File: config.mk
export PLATFORM = sky130hd
export DESIGN_NAME = dpq_modadd
export DESIGN_NICKNAME = d
export VERILOG_FILES = /design/src/rtl/dpq_pkg.sv /design/src/rtl/dpq_modadd.sv
export SDC_FILE = /design/constraint.sdc
export NUM_CORES = 1
export LEC_CHECK = 0
export BUFFER_PORTS_ARGS = -buffer_cell sky130_fd_sc_hd__buf_2
export CELL_PAD_IN_SITES_DETAIL_PLACEMENT = 1
export CELL_PAD_IN_SITES_GLOBAL_PLACEMENT = 2
export CORE_ASPECT_RATIO = 0.75
export CORE_MARGIN = 5
export CORE_UTILIZATION = 29
export DETAILED_ROUTE_END_ITERATION = 8
export PLACE_DENSITY_LB_ADDON = 0.05
export SLEW_MARGIN = 0
export SYNTH_ARGS = -nofsm -noshare
export SYNTH_HDL_FRONTEND = slang
export SYNTH_SLANG_ARGS = --single-unit
File: constraint.sdc
create_clock -name vclk -period 3.7
set_input_delay 0 -clock vclk [all_inputs]
set_output_delay 0 -clock vclk [all_outputs]
set_load 0.01 [all_outputs]
File: src/rtl/dpq_pkg.sv
// Shared types and constants for the DAG path query engine.
package dpq_pkg;

    localparam int MAX_VERTICES = 1024;
    localparam int MAX_EDGES    = 4096;

    localparam int VID_W  = $clog2(MAX_VERTICES);     // vertex id
    localparam int VCNT_W = $clog2(MAX_VERTICES + 1); // vertex count
    localparam int EID_W  = $clog2(MAX_EDGES);        // edge slot
    localparam int ECNT_W = $clog2(MAX_EDGES + 1);    // edge count
    localparam int LNG_W  = VCNT_W;                   // longest length plus marker
    localparam int CNT_W  = 30;

    localparam logic [CNT_W-1:0] PATH_MODULUS = 30'd1000000007;
    localparam logic [LNG_W-1:0] LNG_NONE     = '1;

    typedef enum logic [1:0] {
        OP_ADD   = 2'd0,
        OP_QUERY = 2'd1,
        OP_CLEAR = 2'd2
    } opcode_t;

    typedef struct packed {
        logic [1:0]       opcode;
        logic [VID_W-1:0] from_vertex;
        logic [VID_W-1:0] to_vertex;
    } dpq_req_t;

    typedef struct packed {
        logic [VID_W-1:0] shortest_length;
        logic [VID_W-1:0] longest_length;
        logic [CNT_W-1:0] path_count;
        logic             reachable;
        logic             not_acyclic;
        logic             edges_dropped;
    } dpq_res_t;

endpackage

File: src/rtl/dpq_modadd.sv
// Modular adder: (a + b) mod 1000000007 for operands already reduced.
module dpq_modadd (
    input  logic [dpq_pkg::CNT_W-1:0] addend_a,
    input  logic [dpq_pkg::CNT_W-1:0] addend_b,
    output logic [dpq_pkg::CNT_W-1:0] sum
);
    import dpq_pkg::*;

    logic [CNT_W:0] raw;

    always_comb begin
        raw = {1'b0, addend_a} + {1'b0, addend_b};
        if (raw >= {1'b0, PATH_MODULUS}) begin
            raw = raw - {1'b0, PATH_MODULUS};
        end
        sum = raw[CNT_W-1:0];
    end
endmodule

### After elaboration in Yosys (flattened, before gate mapping)

Cells that the tools add are included.

| operators by class | value |
|---|---|
| add/subtract/negate cells | 2 |
| $lt $le $gt $ge | 1 |
| multiplexer cells | 1 |

Operators with widths:

| operator | count |
|---|---|
| 30-bit by 30-bit adder with 31-bit output | 1 |
| 31-bit by 30-bit >= comparator with 1-bit output (second input constant) | 1 |
| 30-bit 2-to-1 mux | 1 |
| 30-bit subtractor (second input constant) | 1 |

| word-level totals | value |
|---|---|
| register bits after elaboration | 0 |
| input port bits | 60 |
| output and inout port bits | 30 |
| logic and storage cells | 4 |

### Longest topological paths before layout

Gate-level depths: netlist of run 1.

| logic depth | value |
|---|---|
| depth in word-level cells | 3 |
| gate-level depth with buffers | 15 |
| mapped depth without buffers | 14 |

### Worst setup path after synthesis of run 1

OpenSTA, ideal clock, no wires.

| timing path | value |
|---|---|
| path kind | input port to output port |
| from | input addend_a[0] (netlist bit) |
| to | output sum[2] (netlist bit) |
| arrival | 3.156 ns |
| data required time | 3.700 ns |
| slack | 0.544 ns |
| stages | 14 |
| path buffers | 1 |
| cells stage by stage | ha_1 inv_1 fa_1 nand2b_2 a211oi_2 o21ai_0 a2111oi_4 nor3_1 or3_1 o311ai_2 o211ai_2 buf_2 nor2_1 xor2_1 |

| between the ends | value |
|---|---|
| cells in the longest elaborated chain, start to end | 3 |
| elaborated cells between the ends (all ways) | 4 |
| those cells by class | add/sub: 2; order compare: 1; mux: 1 |

Ends and longest elaborated chain:

| element | line | RTL |
|---|---|---|
| from (decl) | dpq_modadd.sv:3 | `input logic [dpq_pkg::CNT_W-1:0] addend_a,` |
| 30-bit by 30-bit adder with 31-bit output * | dpq_modadd.sv:12 | `raw = {1'b0, addend_a} + {1'b0, addend_b};` |
| 30-bit subtractor / 31-bit by 30-bit >= comparator with 1-bit output (equally long branches) | dpq_modadd.sv:14, dpq_modadd.sv:13 |  |
| 30-bit 2-to-1 mux * | dpq_modadd.sv:13 | `if (raw >= {1'b0, PATH_MODULUS}) begin` |
| to (decl) | dpq_modadd.sv:5 | `output logic [dpq_pkg::CNT_W-1:0] sum` |

Mark *: on every way between the ends. The rest lies on a longest branch, timed or not.

### Worst setup path after layout of run 1

| timing path | value |
|---|---|
| from | input addend_a[0] (netlist bit) |
| to | output sum[4] (netlist bit) |

Same word-level chain as after synthesis.

==> metrics.yaml, run 1 <==
cells_and_area:
  syn_to_final_growth_pct: 32.16
  ff_latch_area_um2: 0
  clockBufferCount: 0
  instances_no_fill: 641
  fin_nets: 603
  drive_gt1_share_pct: 32.22
  flops_and_latches: 0
  final_util_pct: 38.80
  antenna-diode-count: 0
  num-fill-cells: 1272
synth:
  ys_types: 67
  synth_area_leaders: "ha_1, xnor2_1, a21oi_1, nand2_1, xor2_1"
  yosysMostFrequentCell: "a21oi_1"
  avgSynthCellArea_um2: 6.917
  synth_common_cells: "a21oi_1, xnor2_1, nand2_1"
  syn_area_mm2: 0.002801
  syn_inst: 405
  synth_top_area_cell: "ha_1"
  ys_seq_area_share_pct: 0
  yosysWarnings: 0
  synth_top_cell_area_share_pct: 13.85
  synth_nets: 497
job:
  cap_viol_max_count: 0
sta:
  layout_min_cycle_time_ns: 3.477
  worst_pin_slew_ns: 0.6657
  fmax_ghz: 0.2876
  finalCritPeriodShare_pct: 93.98
  setup_violations: 0
  slew_headroom_pct: 55.30
  finalMaxSlewViolations: 0
  hold_violations: 0
  setup-tns-final_ns: 0
global_route:
  grt_max_degree: 12
  antenna_found_initial: 0
  track_usage_pct: 17.01
  grt_pass1_wl_um: 16570
  grt_pass1_vias: 3298
  grt-ovfl-total: 0
setup_path:
  crit_start: "addend_a[0]"
  cp-start-kind: "input pin"
  cp_num_cells: 20
  crit_type: "in -> out"
  crit_end: "sum[4]"
  worst_setup_path_end_kind: "output pin"
  cpPeakStageDelay_ns: 0.38
  cp_cell_sequence: "buf_2 -> ha_2 -> inv_1 -> fa_1 -> nand2b_4 -> a211oi_4 -> buf_6 -> o211ai_1 -> nand2_1 -> a211oi_2 -> buf_4 -> nor3_2 -> nand4bb_1 -> o311ai_2 -> o211ai_2 -> buf_6 -> buf_12 -> nor3_2 -> xnor2_1 -> buf_2"
  crit_path_top_delay_cell: "fa_1"
  crit_fanout: 8
  cp_num_buf_inv: 7
  crit_family: "compound AO/OA/AOI/OAI gates"
  cp.arrival_ns: 3.48
  critPathRequiredTime_ns: 3.70
routing:
  vias: 3352
  viasPerCell: 5.229
  ant_nets: 0
  remaining_drc_errors: 0
  wl_per_cell_um: 16.42
  first_iter_violations: 147
  drtPass1Iterations: 6
  wl_um: 10530
power_and_ir_drop:
  p_leak_uw: 0.001638
  p_total_uw: 1179
  ir_drop_v: 0.00008092
  power.density_mw_per_mm2: 318.6
floorplanning:
  fp-row-count: 31
  die_h_um: 95.12
  die_w_um: 123.5
  initial_core_util_pct: 29.36
  die_area_mm2: 0.01175
  io_pins: 90
  coreArea_mm2: 0.009542
placed_design:
  hpwl_um: 9216
  numPortBuffers: 90
  place.gp.congestion: 0.7837
  place_inst: 639
clocking:
  postCtsHoldBufs: 0
min_path:
  min_path_cells: 4
  hold_path.class: "in -> out"
run_status:
  status: "completed"
-- cells by family (layout without fill, tap and decap cells) --
logic type	count (synthesis)	count (layout)	share of synthesized area, %
multiplexers	3	3	1.161
AO/OA/AOI/OAI	140	140	34.30
XOR/XNOR	57	57	17.82
buffers and inverters	31	135	4.779
adder cells (fa/ha/maj)	32	32	14.56
AND/OR/NAND/NOR	142	142	27.38
-- per-layer routing --
| metal | wire length (µm) | vias up | GRT usage [%] |
|---|---|---|---|
| li1 | - | 1717 | - |
| met1 | 5646 | 1577 | 26.93 |
| met2 | 4528 | 58 | 27.05 |
| met3 | 352 | 0 | 0.4152 |
| met4 | 0 | 0 | 0 |
| met5 | 0 | - | 0 |
-- placed cells by master, fill, tap and decap left out, types with 5 or more instances in the layout --
cell type,synthesis,layout
o211ai_1,5,5
nand2b_1,7,7
nor3_2,4,8
nor3_1,12,8
a21o_1,12,12
o21a_1,6,6
nand4_1,7,7
o21ai_0,20,18
xnor2_1,42,41
xor2_1,15,14
nand2_1,38,38
inv_1,13,13
o21ai_1,5,6
nand3_1,9,9
buf_4,0,28
a21oi_1,45,42
ha_1,31,30
nor2_1,27,26
and3_1,8,8
buf_2,8,90
-- power by group --
part	internal, µW	leakage (µW)	switching (µW)	total, µW
Clock	0	0	0	0
Sequential	0	0	0	0
Combinational	514	0.00164	665	1180
-- final cells by class --
class / instances / area, µm² / share of cell area [%]
inverters: 13 / 48.80 / 1.318
multi-input cells: 374 / 2774 / 74.92
well taps: 132 / 165.2 / 4.461
repair buffers: 122 / 714.4 / 19.30
-- how the worst min path moves through the flow --
| stage | startpoint | end | slack (ns) |
|---|---|---|---|
| final | addend_b[0] | sum[0] | 0.45 |
| after floorplan | addend_b[0] | sum[0] | 0.25 |
| after detailed placement | addend_b[0] | sum[0] | 0.47 |
| after global routing | addend_b[0] | sum[0] | 0.49 |
| after CTS | addend_b[0] | sum[0] | 0.47 |
| after global placement | addend_b[0] | sum[0] | 0.47 |
-- worst min-delay path: stages --
cell     delay (ns)
buf_2          0.08
ha_2           0.17
xnor2_1        0.07
buf_2          0.13
-- per-stage QoR --
step	area, µm²	hold slack [ns]	worst slack, ns
CTS	3575	0.4686	0.03538
global placement	3570	0.4684	0.1226
finish	3702	0.4520	0.2226
global route	3702	0.4888	-0.008789
floorplan	2801	0.2513	0.5441
detailed placement	3570	0.4660	-0.003395
-- repair_timing --
item / CTS / global route
setup endpoints to repair: 1 / 27
resized for setup: 1 / 24
setup buffers: 0 / 2
pin swaps: 0 / 7
Note: power is estimated with default switching activity, not from simulation.
==> run 2, diff against run 1 <==
CORE_MARGIN = 2   (was 5)
TNS_END_PERCENT = 5   (was unset)
==> metrics.yaml, run 2 (same netlist as run 1, synthesis figures left out) <==
power_and_ir_drop:
  p_leak_uw: 0.001644  # +0.34%
  swShare_pct: 56.47  # +0.079 points
  power.density_mw_per_mm2: 315.3  # -1.0%
  clkPwrFrac_pct: 0  # unchanged
  combPwrFrac_pct: 100.0  # about the same
  p_sw_uw: 651.8  # -2.0%
  p_int_uw: 502.4  # -2.3%
  seqPwrFrac_pct: 0  # unchanged
  ir_drop_v: 0.00007181  # -11%
job:
  cap_viol_max_count: 0  # unchanged
global_route:
  grt_max_degree: 20  # +8
  grt_pass1_vias: 3321  # +0.70%
  grt-ovfl-total: 0  # unchanged
  antenna_found_initial: 0  # unchanged
  track_usage_pct: 19.21  # +2.2 points
  grt_pass1_wl_um: 16930  # +2.2%
sta:
  fmax_ghz: 0.2887  # +0.40%
  finalCritPeriodShare_pct: 93.61  # -0.37 points
  hold_violations: 0  # unchanged
  finalMaxSlewViolations: 0  # unchanged
  rsz0062_at_grt: "true"
  worst_pin_slew_ns: 0.7314  # +0.06562 ns
  slew_headroom_pct: 50.89  # -4.4 points
  layout_setup_ws_ns: 0.2365  # +0.01383 ns
  layout_min_cycle_time_ns: 3.464  # -0.01383 ns
  setup_violations: 0  # unchanged
placed_design:
  numPortBuffers: 90  # unchanged
  preCtsSetupSlack_ns: 0.07907  # +0.08246 ns
  place.gp.congestion: 0.8284  # +5.7%
  hpwl_um: 9069  # -1.6%
routing:
  first_iter_violations: 140  # -4.8%
  vias: 3350  # -0.060%
  drtPass1Iterations: 4  # -2
  remaining_drc_errors: 0  # unchanged
  viasPerCell: 5.202  # -0.53%
  wl_per_cell_um: 15.91  # -3.2%
  wl_um: 10240  # -2.7%
  ant_nets: 0  # unchanged
cells_and_area:
  antenna-diode-count: 0  # unchanged
  drive_gt1_share_pct: 30.66  # -1.6 points
  clockBufferCount: 0  # unchanged
  final_util_pct: 38.37  # -0.43 points
  flops_and_latches: 0  # unchanged
  fin_nets: 606  # +0.50%
  syn_to_final_growth_pct: 30.68
  layout_common_cells: "buf_2, a21oi_1, xnor2_1"
  ff_latch_area_um2: 0  # unchanged
  mostFrequentLayoutCell: "buf_2"
  num-fill-cells: 1264  # -0.63%
setup_path:
  critPathRequiredTime_ns: 3.70  # about the same
  crit_fanout: 19  # +11
  cp.arrival_ns: 3.46  # -0.02 ns
  worst_setup_path_end_kind: "output pin"
  crit_type: "in -> out"
  cp-start-kind: "input pin"
floorplanning:
  die_h_um: 89.12  # -6.3%
  fp-row-count: 31  # unchanged
  io_pins: 90  # unchanged
  coreArea_mm2: 0.009542  # unchanged
  die_w_um: 117.5  # -4.9%
  initial_core_util_pct: 29.36  # unchanged
  die_area_mm2: 0.01047  # -11%
min_path:
  hold_path.class: "in -> out"
run_status:
  status: "completed"
clocking:
  postCtsHoldBufs: 0  # unchanged
[run 2: cell count changes in the layout (fill, tap and decap cells not counted), moves of 2 or more]
cell | previous run | this run
buf_4 | 28 | 33
nor3_1 | 8 | 12
nor3_2 | 8 | 4
buf_6 | 3 | 1
[run 2: layout make-up]
class                      count  area [µm²]  area share [%]
timing repair buffer         125       729.5           19.92
tap                          132       165.2           4.511
multi-input combinational    374        2718           74.23
inverter                      13       48.80           1.333
[run 2: path summary, 6_finish.rpt]
path	start	to	slack, ns	cells past startpoint
worst min-delay path	addend_b[0]	sum[0]	0.47	4
worst max-delay path	addend_a[0]	sum[28]	0.24	19
[run 2: through the flow]
step	setup TNS, ns	area, µm²	power (µW)	cells	hold WS (ns)
2_1_floorplan	0	2801	712.2	405	0.2513
3_3_place_gp	0	3600	1120	643	0.4605
3_5_place_dp	0	3600	1137	643	0.4700
4_1_cts	0	3600	1141	643	0.4726
5_1_grt	-0.004173	3661	1272	644	0.5264
6_report	0	3661	1154	644	0.4679
[run 2: repair_timing]
item                                    CTS  global route
endpoints found under the setup margin    0            25
buffers inserted                          0             1
resized for setup                         0            12
[run 2: worst max-delay path: stages]
cell and delay (ns):
buf_2 0.08, ha_1 0.16, inv_1 0.06, fa_1 0.39, nand2b_4 0.18, a211oi_4 0.32, buf_4 0.18, o211ai_1 0.13
nand2_1 0.11, a211oi_1 0.09, buf_4 0.15, nor3_1 0.19, nand4bb_1 0.20, o311ai_2 0.30, o211ai_2 0.16, buf_12 0.20
a211oi_2 0.25, xor2_1 0.17, buf_2 0.15
[run 2: routing by layer]
layer | global-route usage, % | vias up | part of all wire [%]
met5 | 0 | - | 0
met4 | 0.3286 | 0 | 0.14
met3 | 0.8291 | 2 | 2.4
met2 | 31.15 | 55 | 43
met1 | 29.73 | 1570 | 55
li1 | - | 1723 | -
[run 2: power groups by stage]
stage	registers (µW)	clock network, µW	logic [µW]
after floorplan	0	0	712
after global placement	0	0	1120
after detailed placement	0	0	1140
after CTS	0	0	1140
after global routing	0	0	1270
final	0	0	1150
==> run 3, diff against run 2 <==
ABC_AREA = 1   (was unset)
BUFFER_PORTS_ARGS = unset   (was -buffer_cell sky130_fd_sc_hd__buf_2)
CORE_UTILIZATION = 32   (was 29)
DONT_BUFFER_PORTS = 1   (was unset)
==> metrics.yaml, run 3 <==
run_status:
  status: "completed"
sta:
  layout_setup_ws_ns: 0.4883  # +0.2519 ns
  worst_pin_slew_ns: 0.7259  # -0.005491 ns
  rsz0062_at_grt: "false"
  slew_headroom_pct: 51.10  # +0.20 points
  fmax_ghz: 0.3114  # +7.8%
  hold_violations: 0  # unchanged
  setup-tns-final_ns: 0  # unchanged
  finalCritPeriodShare_pct: 86.80  # -6.8 points
  setup_violations: 0  # unchanged
  finalMaxSlewViolations: 0  # unchanged
  layout_min_cycle_time_ns: 3.212  # -0.2519 ns
clocking:
  postCtsHoldBufs: 0  # unchanged
  post_cts_buffers: 0  # unchanged
  cts_resized: 0  # unchanged
setup_path:
  critPathRequiredTime_ns: 3.70  # about the same
  cp.arrival_ns: 3.21  # -0.25 ns
  crit_type: "in -> out"
  crit_start: "addend_a[0]"
  worst_setup_path_end_kind: "output pin"
  cp-start-kind: "input pin"
  crit_fanout: 53  # +34
  crit_end: "sum[9]"
placed_design:
  preCtsSetupSlack_ns: 0.4924  # +0.4133 ns
  hpwl_um: 13300  # +47%
  place.gp.congestion: 0.8236  # -0.58%
  numPortBuffers: 0  # -100%
  post_dp_cell_area_mm2: 0.004096  # +14%
power_and_ir_drop:
  combPwrFrac_pct: 100.0  # about the same
  p_sw_uw: 720.3  # +10%
  clkPwrFrac_pct: 0  # unchanged
  seqPwrFrac_pct: 0  # unchanged
  swShare_pct: 71.22  # +15 points
  power.density_mw_per_mm2: 246.9  # -22%
  p_leak_uw: 0.002463  # +50%
  ir_drop_v: 0.00007170  # -0.16%
  p_int_uw: 291.0  # -42%
synth:
  synth_top_cell_area_share_pct: 33.56  # +20 points
  synth_nets: 922  # +86%
  synth_common_cells: "nand2_1, inv_1, nand3_1"
  syn_inst: 830  # +100%
  synth_top_area_cell: "nand2_1"
  ys_types: 31  # -54%
  avgSynthCellArea_um2: 4.758  # -31%
  ys_seq_area_share_pct: 0  # unchanged
  yosysWarnings: 0  # unchanged
  synth_area_leaders: "nand2_1, inv_1, ha_1, nand3_1, nor2_1"
  syn_area_mm2: 0.003949  # +41%
  yosysMostFrequentCell: "nand2_1"
global_route:
  track_usage_pct: 22.09  # +2.9 points
  antenna_found_initial: 0  # unchanged
  grt-ovfl-total: 0  # unchanged
  grt_max_degree: 54  # +170%
  grt_pass1_wl_um: 24170  # +43%
  grt_pass1_vias: 4858  # +46%
routing:
  ant_nets: 0  # unchanged
  remaining_drc_errors: 0  # unchanged
  drtPass1Iterations: 4  # unchanged
  vias: 4810  # +44%
  viasPerCell: 4.859  # -6.6%
  first_iter_violations: 164  # +17%
  wl_um: 14540  # +42%
  wl_per_cell_um: 14.68  # -7.7%
floorplanning:
  die_w_um: 132.3  # +13%
  die_h_um: 100.2  # +12%
  initial_core_util_pct: 32.44  # +3.1 points
  fp-row-count: 35  # +13%
  die_area_mm2: 0.01325  # +27%
  io_pins: 90  # unchanged
  coreArea_mm2: 0.01217  # +28%
cells_and_area:
  final_cell_area_mm2: 0.004096  # +12%
  ff_latch_area_um2: 0  # unchanged
  drive_gt1_share_pct: 7.524  # -23 points
  layout_common_cells: "nand2_1, inv_1, nand3_1"
  flops_and_latches: 0  # unchanged
  antenna-diode-count: 0  # unchanged
  clockBufferCount: 0  # unchanged
  fin_nets: 918  # +51%
  mostFrequentLayoutCell: "nand2_1"
  num-fill-cells: 1845  # +46%
  syn_to_final_growth_pct: 3.739
job:
  cap_viol_max_count: 0  # unchanged
min_path:
  hold_path.class: "in -> out"
run 3: power groups by stage:
stage,Combinational (µW),Sequential [µW],Clock [µW]
2_1_floorplan,797,0,0
3_3_place_gp,989,0,0
3_5_place_dp,1010,0,0
4_1_cts,1020,0,0
5_1_grt,1160,0,0
6_report,1010,0,0
run 3: critical path, cell delays in order:
cell     delay, ns
ha_1          0.21
inv_1         0.08
fa_1          0.40
inv_1         0.12
nand3_1       0.09
nand2_1       0.15
nand2_1       0.07
nand2_1       0.18
nand3_2       0.14
nor2_4        0.16
nand2_2       0.08
nand2_1       0.06
nand2_1       0.07
nand2_1       0.07
nand2_1       0.10
nand2_1       0.10
nand2_2       0.08
nand2_4       0.11
nand3_4       0.44
o21ai_1       0.46
run 3: how the worst min path moves through the flow:
| stage | from | end | slack, ns | depth (start not counted) |
|---|---|---|---|---|
| after CTS | addend_b[0] | sum[0] | 0.32 | 2 |
| after global placement | addend_b[0] | sum[0] | 0.30 | 2 |
| final | addend_b[0] | sum[0] | 0.31 | 2 |
| after detailed placement | addend_b[0] | sum[0] | 0.32 | 2 |
| after floorplan | addend_b[0] | sum[0] | 0.27 | 2 |
| after global routing | addend_b[0] | sum[0] | 0.33 | 2 |
run 3: area by class of cell:
type                            count  area, µm²  area share [%]
Inverter                          163      611.8           14.94
Multi-Input combinational cell    661       3277           79.99
Tap cell                          166      207.7           5.070
run 3: through the flow:
stage / std cells / total power (µW) / util [%] / hold slack, ns
3_3_place_gp: 990 / 988.6 / 33.65 / 0.2986
6_report: 990 / 1011 / 33.65 / 0.3081
3_5_place_dp: 990 / 1014 / 33.65 / 0.3154
5_1_grt: 990 / 1165 / 33.65 / 0.3297
4_1_cts: 990 / 1017 / 33.65 / 0.3210
2_1_floorplan: 830 / 796.8 / - / 0.2729
run 3: layer usage:
layer	vias to the layer above	wire length (µm)	track usage (%)
li1	2541	-	-
met1	2173	7781	32.82
met2	90	5799	35.14
met3	6	849	3.232
met4	0	106	1.572
met5	-	0	0
run 3: cell families (layout without fill, tap and decap cells):
kind of cell	count (synthesis)	in the layout	share of synthesized area [%]
xor+xnor	19	19	4.404
compound gates	49	49	6.623
fa+ha+maj	32	32	10.33
buf+inv	169	163	17.02
simple gates	561	561	61.63
